**src/hdl/ppts_pkg.sv**
```systemverilog
`default_nettype none
package ppts_pkg;

  localparam int DEFAULT_TASK_SLOTS = 8;

  localparam logic [1:0] OP_REGISTER = 2'd0;
  localparam logic [1:0] OP_REMOVE   = 2'd1;
  localparam logic [1:0] OP_TICK     = 2'd2;
  localparam logic [1:0] OP_DONE     = 2'd3;

  localparam logic signed [7:0] IDLE_LEVEL = -8'sd128;
  localparam int LATE_LIMIT_SHIFT = 30;
  localparam int LATE_STEP_SHIFT  = 29;
  localparam logic [31:0] LATE_LIMIT = ~((32'd1 << LATE_LIMIT_SHIFT) - 32'd1);
  localparam logic [31:0] LATE_STEP  = 32'd1 << LATE_STEP_SHIFT;

  typedef struct packed {
    logic [1:0]         op;
    logic [2:0]         slot;
    logic signed [7:0]  priority_req;
    logic [30:0]        period;
    logic [31:0]        start_offset;
    logic [31:0]        now;
  } in_item_t;

  typedef struct packed {
    logic               grant_valid;
    logic [2:0]         grant_slot;
    logic signed [7:0]  running_priority;
  } out_item_t;

  typedef struct packed {
    logic load;
    logic apply;
    logic scan_tick;
    logic scan_pick;
    logic advance;
    logic emit;
    logic commit_tick;
    logic commit_done;
  } ctrl_cmd_t;

  typedef struct packed {
    logic tick_ok;
    logic stack_empty;
    logic out_free;
  } dp_status_t;

endpackage
`default_nettype wire

```
**src/hdl/periodic_priority_task_scheduler_unit.sv**
```systemverilog
// Flow: a tick that scans steps through the scan state, one slot scanned per cycle, then
// emits; a done on a non-empty stack first advances the top task's schedule, then scans
// and emits; a disabled or full-stack tick and a done on an empty stack go straight to
// emit; register/remove pass through the apply state and give no result. One item at a
// time: a new item is taken only when idle, and emit waits while the output stalls.
// Reset (rst_n, synchronous, active low): disabled, no tasks, empty stack, idle (-128).
`default_nettype none
module periodic_priority_task_scheduler_unit #(
  parameter int TASK_SLOTS = ppts_pkg::DEFAULT_TASK_SLOTS
) (
  input  wire logic               clk,
  input  wire logic               rst_n,
  input  wire logic               in_valid,
  output logic                    in_stall,
  input  wire ppts_pkg::in_item_t in_data,
  output logic                    out_valid,
  input  wire logic               out_stall,
  output ppts_pkg::out_item_t     out_data,
  input  wire logic               cfg_valid,
  output logic                    cfg_ready,
  input  wire logic               cfg_data
);
  import ppts_pkg::*;

  localparam int SW = (TASK_SLOTS > 1) ? $clog2(TASK_SLOTS) : 1;
  localparam int DW = $clog2(TASK_SLOTS + 1);

  ctrl_cmd_t     cmd;
  dp_status_t    status;
  logic [SW-1:0] scan_idx;

  assign cfg_ready = 1'b1;

  ppts_ctrl #(.TASK_SLOTS(TASK_SLOTS), .SW(SW)) u_ctrl (
    .clk      (clk),
    .rst_n    (rst_n),
    .in_valid (in_valid),
    .in_op    (in_data.op),
    .status   (status),
    .in_stall (in_stall),
    .cmd      (cmd),
    .scan_idx (scan_idx)
  );

  ppts_dp #(.TASK_SLOTS(TASK_SLOTS), .SW(SW), .DW(DW)) u_dp (
    .clk       (clk),
    .rst_n     (rst_n),
    .in_data   (in_data),
    .cmd       (cmd),
    .scan_idx  (scan_idx),
    .cfg_valid (cfg_valid && cfg_ready),
    .cfg_data  (cfg_data),
    .out_stall (out_stall),
    .out_valid (out_valid),
    .out_data  (out_data),
    .status    (status)
  );

`ifndef NO_ASSERTIONS
  a_busy_after_accept: assert property (@(posedge clk) disable iff (!rst_n)
    (in_valid && !in_stall) |=> in_stall)
    else $error("block took no time for an accepted transaction");

  a_grant_not_idle: assert property (@(posedge clk) disable iff (!rst_n)
    (out_valid && out_data.grant_valid) |-> (out_data.running_priority != IDLE_LEVEL))
    else $error("grant left the running level idle");

  a_no_grant_slot_zero: assert property (@(posedge clk) disable iff (!rst_n)
    (out_valid && !out_data.grant_valid) |-> (out_data.grant_slot == 3'd0))
    else $error("slot reported without a grant");

  a_emit_needs_room: assert property (@(posedge clk) disable iff (!rst_n)
    cmd.emit |-> status.out_free)
    else $error("result written over a waiting transaction");
`endif

endmodule
`default_nettype wire

```
**src/hdl/ppts_ctrl.sv**
```systemverilog
`default_nettype none
module ppts_ctrl #(
  parameter int TASK_SLOTS = 8,
  parameter int SW = (TASK_SLOTS > 1) ? $clog2(TASK_SLOTS) : 1
) (
  input  wire logic              clk,
  input  wire logic              rst_n,
  input  wire logic              in_valid,
  input  wire logic [1:0]        in_op,
  input  wire ppts_pkg::dp_status_t status,
  output logic                   in_stall,
  output ppts_pkg::ctrl_cmd_t    cmd,
  output logic [SW-1:0]          scan_idx
);
  import ppts_pkg::*;

  typedef enum logic [2:0] {S_IDLE, S_APPLY, S_ADV, S_SCAN, S_EMIT} state_t;
  typedef enum logic [1:0] {K_NONE, K_TICK, K_DONE} kind_t;

  state_t        state_r, state_nxt;
  kind_t         kind_r, kind_nxt;
  logic [SW-1:0] idx_r, idx_nxt;
  logic          accept;

  assign in_stall = (state_r != S_IDLE);
  assign accept   = in_valid && (state_r == S_IDLE);
  assign scan_idx = idx_r;

  always_comb begin
    cmd             = '0;
    cmd.load        = accept;
    cmd.apply       = (state_r == S_APPLY);
    cmd.advance     = (state_r == S_ADV);
    cmd.scan_tick   = (state_r == S_SCAN) && (kind_r == K_TICK);
    cmd.scan_pick   = (state_r == S_SCAN) && (kind_r == K_DONE);
    cmd.emit        = (state_r == S_EMIT) && status.out_free;
    cmd.commit_tick = cmd.emit && (kind_r == K_TICK);
    cmd.commit_done = cmd.emit && (kind_r == K_DONE);
  end

  always_comb begin
    state_nxt = state_r;
    kind_nxt  = kind_r;
    idx_nxt   = idx_r;
    unique case (state_r)
      S_IDLE: begin
        if (accept) begin
          idx_nxt = '0;
          unique case (in_op)
            OP_REGISTER, OP_REMOVE: begin
              state_nxt = S_APPLY;
              kind_nxt  = K_NONE;
            end
            OP_TICK: begin
              state_nxt = status.tick_ok ? S_SCAN : S_EMIT;
              kind_nxt  = status.tick_ok ? K_TICK : K_NONE;
            end
            default: begin
              state_nxt = status.stack_empty ? S_EMIT : S_ADV;
              kind_nxt  = status.stack_empty ? K_NONE : K_DONE;
            end
          endcase
        end
      end
      S_APPLY: state_nxt = S_IDLE;
      S_ADV:   state_nxt = S_SCAN;
      S_SCAN: begin
        idx_nxt = idx_r + 1'b1;
        if (idx_r == SW'(TASK_SLOTS - 1)) begin
          state_nxt = S_EMIT;
        end
      end
      S_EMIT: begin
        if (status.out_free) begin
          state_nxt = S_IDLE;
        end
      end
      default: state_nxt = S_IDLE;
    endcase
  end

  always_ff @(posedge clk) begin
    if (!rst_n) begin
      state_r <= S_IDLE;
      kind_r  <= K_NONE;
      idx_r   <= '0;
    end else begin
      state_r <= state_nxt;
      kind_r  <= kind_nxt;
      idx_r   <= idx_nxt;
    end
  end

endmodule
`default_nettype wire

```
**src/hdl/ppts_dp.sv**
```systemverilog
`default_nettype none
module ppts_dp #(
  parameter int TASK_SLOTS = 8,
  parameter int SW = (TASK_SLOTS > 1) ? $clog2(TASK_SLOTS) : 1,
  parameter int DW = $clog2(TASK_SLOTS + 1)
) (
  input  wire logic               clk,
  input  wire logic               rst_n,
  input  wire ppts_pkg::in_item_t in_data,
  input  wire ppts_pkg::ctrl_cmd_t cmd,
  input  wire logic [SW-1:0]      scan_idx,
  input  wire logic               cfg_valid,
  input  wire logic               cfg_data,
  input  wire logic               out_stall,
  output logic                    out_valid,
  output ppts_pkg::out_item_t     out_data,
  output ppts_pkg::dp_status_t    status
);
  import ppts_pkg::*;

  in_item_t              it_r;
  logic                  enable_r;
  logic [TASK_SLOTS-1:0] valid_r, started_r;
  logic signed [7:0]     prio_r     [TASK_SLOTS];
  logic [30:0]           period_r   [TASK_SLOTS];
  logic [31:0]           anchor_r   [TASK_SLOTS];
  logic [31:0]           due_r      [TASK_SLOTS];
  logic [31:0]           lateness_r [TASK_SLOTS];
  logic [TASK_SLOTS-1:0] older_r    [TASK_SLOTS];
  logic [TASK_SLOTS-1:0] pend_r     [TASK_SLOTS];
  logic signed [7:0]     saved_r    [TASK_SLOTS];
  logic [SW-1:0]         rslot_r    [TASK_SLOTS];
  logic [DW-1:0]         depth_r;
  logic signed [7:0]     level_r;

  logic                  best_valid_r;
  logic [SW-1:0]         best_slot_r;
  logic signed [7:0]     best_prio_r;
  logic [31:0]           best_lat_r;
  logic [TASK_SLOTS-1:0] mask_r;

  logic                  out_valid_r;
  out_item_t             out_data_r;

  logic [SW-1:0]         sidx, top, push, rs;
  logic                  sidx_ok;
  logic [31:0]           due_eff, lat_new, lat_use;
  logic                  cand, in_mask, better;

  assign sidx    = SW'(it_r.slot);
  assign sidx_ok = (32'(it_r.slot) < TASK_SLOTS);
  assign top     = SW'(depth_r - 1'b1);
  assign push    = SW'(depth_r);
  assign rs      = rslot_r[top];

  assign due_eff = started_r[scan_idx] ? due_r[scan_idx] : (it_r.now + anchor_r[scan_idx]);
  assign lat_new = due_eff - it_r.now;

  always_comb begin
    if (cmd.scan_tick) begin
      cand    = valid_r[scan_idx] && (prio_r[scan_idx] > level_r);
      lat_use = lat_new;
      in_mask = cand && ($signed(lat_new) <= 32'sd0);
    end else begin
      cand    = pend_r[top][scan_idx];
      lat_use = lateness_r[scan_idx];
      in_mask = cand;
    end
    better = in_mask && (!best_valid_r || (prio_r[scan_idx] > best_prio_r) ||
             ((prio_r[scan_idx] == best_prio_r) &&
              (($signed(lat_use) < $signed(best_lat_r)) ||
               ((lat_use == best_lat_r) && older_r[scan_idx][best_slot_r]))));
  end

  assign status.tick_ok     = enable_r && (32'(depth_r) < TASK_SLOTS);
  assign status.stack_empty = (depth_r == '0);
  assign status.out_free    = !out_valid_r || !out_stall;

  assign out_valid = out_valid_r;
  assign out_data  = out_data_r;

  // control state
  always_ff @(posedge clk) begin
    if (!rst_n) begin
      enable_r    <= 1'b0;
      valid_r     <= '0;
      started_r   <= '0;
      depth_r     <= '0;
      level_r     <= IDLE_LEVEL;
      out_valid_r <= 1'b0;
    end else begin
      if (cfg_valid) begin
        enable_r <= cfg_data;
      end
      if (cmd.apply && sidx_ok) begin
        valid_r[sidx]   <= (it_r.op == OP_REGISTER);
        started_r[sidx] <= 1'b0;
      end
      if (cmd.scan_tick && cand && !started_r[scan_idx]) begin
        started_r[scan_idx] <= 1'b1;
      end
      if (cmd.commit_tick && best_valid_r) begin
        depth_r <= depth_r + 1'b1;
        level_r <= best_prio_r;
      end
      if (cmd.commit_done) begin
        if (best_valid_r) begin
          level_r <= best_prio_r;
        end else begin
          level_r <= saved_r[top];
          depth_r <= depth_r - 1'b1;
        end
      end
      if (cmd.emit) begin
        out_valid_r <= 1'b1;
      end else if (!out_stall) begin
        out_valid_r <= 1'b0;
      end
    end
  end

  // payload
  always_ff @(posedge clk) begin
    if (cmd.load) begin
      it_r         <= in_data;
      best_valid_r <= 1'b0;
      mask_r       <= '0;
    end
    if (cmd.apply && sidx_ok) begin
      if (valid_r[sidx]) begin
        for (int d = 0; d < TASK_SLOTS; d++) begin
          pend_r[d][sidx] <= 1'b0;
        end
      end
      if (it_r.op == OP_REGISTER) begin
        prio_r[sidx]   <= it_r.priority_req;
        period_r[sidx] <= it_r.period;
        anchor_r[sidx] <= it_r.start_offset;
        // newest registration ranks after every other slot
        for (int j = 0; j < TASK_SLOTS; j++) begin
          for (int k = 0; k < TASK_SLOTS; k++) begin
            if (SW'(j) == sidx) begin
              older_r[j][k] <= 1'b0;
            end else if (SW'(k) == sidx) begin
              older_r[j][k] <= 1'b1;
            end
          end
        end
      end
    end
    if (cmd.scan_tick && cand) begin
      if (!started_r[scan_idx]) begin
        anchor_r[scan_idx] <= due_eff;
      end
      lateness_r[scan_idx] <= lat_new;
      due_r[scan_idx] <= ((lat_new ^ 32'h8000_0000) < (32'h8000_0000 ^ LATE_LIMIT)) ?
                         (due_eff + LATE_STEP) : due_eff;
      if (in_mask) begin
        mask_r[scan_idx] <= 1'b1;
      end
    end
    if ((cmd.scan_tick || cmd.scan_pick) && better) begin
      best_valid_r <= 1'b1;
      best_slot_r  <= scan_idx;
      best_prio_r  <= prio_r[scan_idx];
      best_lat_r   <= lat_use;
    end
    if (cmd.advance && valid_r[rs] && started_r[rs]) begin
      due_r[rs]    <= anchor_r[rs] + {1'b0, period_r[rs]};
      anchor_r[rs] <= anchor_r[rs] + {1'b0, period_r[rs]};
    end
    if (cmd.commit_tick && best_valid_r) begin
      pend_r[push]  <= mask_r & ~(TASK_SLOTS'(1) << best_slot_r);
      saved_r[push] <= level_r;
      rslot_r[push] <= best_slot_r;
    end
    if (cmd.commit_done && best_valid_r) begin
      pend_r[top][best_slot_r] <= 1'b0;
      rslot_r[top]             <= best_slot_r;
    end
    if (cmd.emit) begin
      out_data_r.grant_valid <= best_valid_r && (cmd.commit_tick || cmd.commit_done);
      out_data_r.grant_slot  <= (best_valid_r && (cmd.commit_tick || cmd.commit_done)) ?
                                3'(best_slot_r) : 3'd0;
      if ((cmd.commit_tick || cmd.commit_done) && best_valid_r) begin
        out_data_r.running_priority <= best_prio_r;
      end else if (cmd.commit_done) begin
        out_data_r.running_priority <= saved_r[top];
      end else begin
        out_data_r.running_priority <= level_r;
      end
    end
  end

endmodule
`default_nettype wire
```
**config.mk**
```make
export PLATFORM = sky130hd
export DESIGN_NAME = periodic_priority_task_scheduler_unit
export DESIGN_NICKNAME = d
export VERILOG_FILES = /design/src/hdl/ppts_pkg.sv /design/src/hdl/periodic_priority_task_scheduler_unit.sv /design/src/hdl/ppts_ctrl.sv /design/src/hdl/ppts_dp.sv
export SDC_FILE = /design/constraint.sdc
export NUM_CORES = 2
export LEC_CHECK = 0
export BUFFER_PORTS_ARGS = -buffer_cell sky130_fd_sc_hd__buf_4
export CAP_MARGIN = 20
export CORE_UTILIZATION = 33
export CTS_BUF_LIST = sky130_fd_sc_hd__clkbuf_4 sky130_fd_sc_hd__clkbuf_8
export CTS_CLUSTER_DIAMETER = 100
export DETAILED_ROUTE_END_ITERATION = 10
export PLACE_DENSITY = 0.57
export SLEW_MARGIN = 20
export SYNTH_ARGS = -nofsm -noshare
export SYNTH_HDL_FRONTEND = slang
export SYNTH_SLANG_ARGS = --single-unit
```
**constraint.sdc**
```tcl
create_clock -name clk -period 35.5 [get_ports clk]
set_input_delay 7.1 -clock clk [delete_from_list [all_inputs] [get_ports clk]]
set_output_delay 7.1 -clock clk [all_outputs]
set_load 0.01 [all_outputs]
```
==> summary.md <==
| Metric | Value |
|---|---|
| Share of cells above drive strength 1 | 0.211 |
| Rows | 166 |
| Minimum clock period | roughly 11000 ps |
| Mapped cell area | 68400 µm² |
| Setup bufs post-CTS | 0 |
| Syn Area/Cell | 14.0 µm² |
| Clock sinks | 1501 |
| DRT Wirelength | 187 mm |
| Post-DP HPWL | 116 mm |
| Hold Path Class | reg -> reg |
| Sequential Power Share | 0.518 |
| CTS max path bufs | 4 |
| Clock transition at path regs | 60 ps |
| Clk_lat worst skew | 1000 ps |
| Routability congestion estimate | 0.929 |
| Worst Setup Start Kind | flop |
| Highest-count cells in the layout ignoring fill and taps | edfxtp_1 (1450), nand2_1 (811), clkbuf_8 (278) |
| DR WL met3 | 11.4 mm |
| RSZ-0062 raised after global routing | no |
| Area grow syn2layout | 13.8% |
| Clock network power share | 0.394 |
| Pwr/cell area | 50.8 nW/µm² |
| Worst slew pin tran | 1140 ps |
| Syn nets | 5134 |
| Met2 routed wirelength | 89.1 mm |
| Internal | 2.98 mW |
| WP buf/inv | 3 |
| TritonCTS clock tree | done |
| Routed length per instance | around 23 µm |
| Layout Utilization | 0.379 |
| DR vias | 42409 |
| Hold_buf cts | 0 |
| Worst Setup End Kind | flop |
| Vias in the first global route | between 40000 and 50000 |
| Largest net degree at the start of global routing | 135 |
| Sequential fraction of the synthesis area | 0.652 |
| Layout Nets | 5380 |
| Distinct cell type count after synthesis | 94 |
| Hold Crit Start | u_dp.mask_r[5] |
| Crit path required time | 36070 ps |
| CP Max Fanout | 46 |
| Status | finished clean |
| Initial drt markers | around 4000 |
| First-pass GRT wire length | about 280 mm |
| Post-Syn Instances | 4870 |
| Post-Layout Cell Count | 7989 |
| Slowest cell on crit path | o31ai_1 |
| Placed insts | roughly 7500 |
| Die H | 457 µm |
| Highest metal used | met4 |
| DR vias/cell | between 5 and 6 |
| Synth Register Bits | 1501 |
| Initial Util | 0.333 |
| Die width | 457 µm |
| Number of flops mapped to enable cells by yosys | 1450 |
| Clk_skew | 74.8 ps |
| Top_reg_cell synth | edfxtp_1 |
| Syn. warnings | 0 |
| Async SR Flop Fraction | 0 |
| IO Pins | 129 |
| Crit path largest cell delay | 860 ps |
| Maximum clock frequency | ~0.094 GHz |
| Rel. slew slack | 0.235 |
| Hold endpoint | u_dp.mask_r[5] |
| Reg-to-Reg End | u_dp.best_lat_r[19] |
| VDD IR max | 37.2 µV |
| Hold Path Depth | 2 |
| GRT Residual Overflow | 0 |
| Worst R2R Setup Slack | 24900 ps |
| DRT met1 WL | 80.3 mm |
| Clk root buf | clkbuf_8 |
| Switching power total | 0.972 mW |
| # H-tree levels | 5 |
| Max-slew violations | 0 |
| Residual DRC count | 0 |
| Setup CP Type | reg -> reg |
| CP most frequent cell | o21ai_0 |
| R2R cell count | 33 |
| Leak pwr | 26.9 nW |
| Final Hold Fails | 0 |
| Worst path top cell family by delay | compound AO/OA/AOI/OAI gates |
| Combinational share of power | 0.088 |
| Antenna-violating nets left | 0 |
| Final cycle utilization of the critical path | 0.298 |
| Most common cell after layout, fill and taps aside | edfxtp_1 |
| Post-CTS sizing | 0 |
| Hold_ws | 437 ps |
| Total track usage | 0.176 |
| Core area | 205000 µm² |
| TritonCTS Buffers | 274 |
| MaxCap Viol Count | 0 |
| Die ar. | between 200000 and 250000 µm² |
| Pre-antenna DRT Iters | 6 |
| Initial antenna violation count | 6 |
| IO buf count | 127 |
| Final setup fails | 0 |
| Critical Path AT | 11170 ps |
| Final TNS setup | 0 ps |
| Sw frac | 0.246 |
## per-stage QoR
step	worst slack [ps]	power, mW	instance area [µm²]
2_1_floorplan	24280	2.27	68400
3_3_place_gp	24670	2.42	72800
3_5_place_dp	24640	2.43	72800
4_1_cts	24560	3.99	77800
5_1_grt	23990	4.09	77800
6_report	24900	3.95	77800
## how the worst max path moves through the flow
stage	endpoint	cells past startpoint	slack (ps)
2_1_floorplan	u_dp.best_lat_r[0]	38	24280
3_3_place_gp	u_dp.best_prio_r[1]	35	24670
3_5_place_dp	u_dp.best_prio_r[1]	35	24640
4_1_cts	u_dp.best_lat_r[9]	35	24560
5_1_grt	u_dp.best_lat_r[9]	32	23990
6_report	u_dp.best_lat_r[19]	33	24900
## cell families (layout without fill, tap and decap cells)
group	after synthesis	count (layout)	share of synthesized area
other	1	6	0.0000548
adder cells (fa/ha/maj)	150	150	0.0278
flip-flops	1501	1501	0.652
AO/OA/AOI/OAI	751	751	0.0765
XOR/XNOR	67	67	0.00869
buffers and inverters	470	896	0.0274
multiplexers	407	407	0.108
AND/OR/NAND/NOR	1523	1523	0.0998
## synthesized netlist by cell type (all sizes together), types with 44 or more instances
cell type | instances | share of area
a21o | 57 | 0.0063
a21oi | 134 | 0.010
a311oi | 70 | 0.0090
a31o | 65 | 0.0083
and3 | 84 | 0.0077
buf | 76 | 0.0054
clkbuf | 194 | 0.011
dfxtp | 51 | 0.015
edfxtp | 1450 | 0.64
ha | 147 | 0.027
inv | 199 | 0.011
mux2 | 57 | 0.0094
mux2i | 91 | 0.013
mux4 | 259 | 0.085
nand2 | 811 | 0.045
nand3 | 192 | 0.014
nor2 | 196 | 0.011
nor2b | 44 | 0.0040
nor3 | 48 | 0.0035
o21ai | 178 | 0.013
## registers in the layout, summed over array words and instances (netlist names), 64 cells and up, named ones only
| name | flops |
|---|---|
| u_dp.it_r | 105 |
| u_dp.saved_r | 64 |
| u_dp.prio_r | 64 |
| u_dp.anchor_r | 256 |
| u_dp.period_r | 248 |
| u_dp.lateness_r | 256 |
| u_dp.due_r | 256 |
| u_dp.pend_r | 64 |
## final cells by class
class | instances | area [µm²]
Sequential cell | 1501 | 44600
Clock buffer | 365 | 4480
Tap cell | 2688 | 3360
Multi-Input combinational cell | 2899 | 22200
Fill cell | 19363 | 127000
Antenna cell | 5 | 12.5
Timing Repair Buffer | 241 | 1880
Clock inverter | 91 | 538
Inverter | 199 | 752
## per-layer routing
layer / vias to the layer above / track usage
met1: 21495 / 0.237
li1: 19135 / -
met2: 1451 / 0.284
met4: 0 / 0.0656
met5: - / 0
met3: 328 / 0.0302
## worst reg2reg max path: cells and delay by family (launching register included)
kind	cells	cell delay (ps)
buffers and inverters	3	1540
AO/OA/AOI/OAI	12	3200
adder cells (fa/ha/maj)	3	1160
XOR/XNOR	2	610
multiplexers	4	1250
AND/OR/NAND/NOR	9	1640
flip-flops	1	790
## power groups by stage
stage	sequential, mW	combinational (mW)	clock (mW)
detailed placement	2.08	0.342	0
finish	2.05	0.349	1.56
floorplan	2.07	0.197	0
global placement	2.08	0.335	0
CTS	2.05	0.344	1.60
global route	2.05	0.374	1.67
No activity file was read; power rests on OpenSTA's default activity.
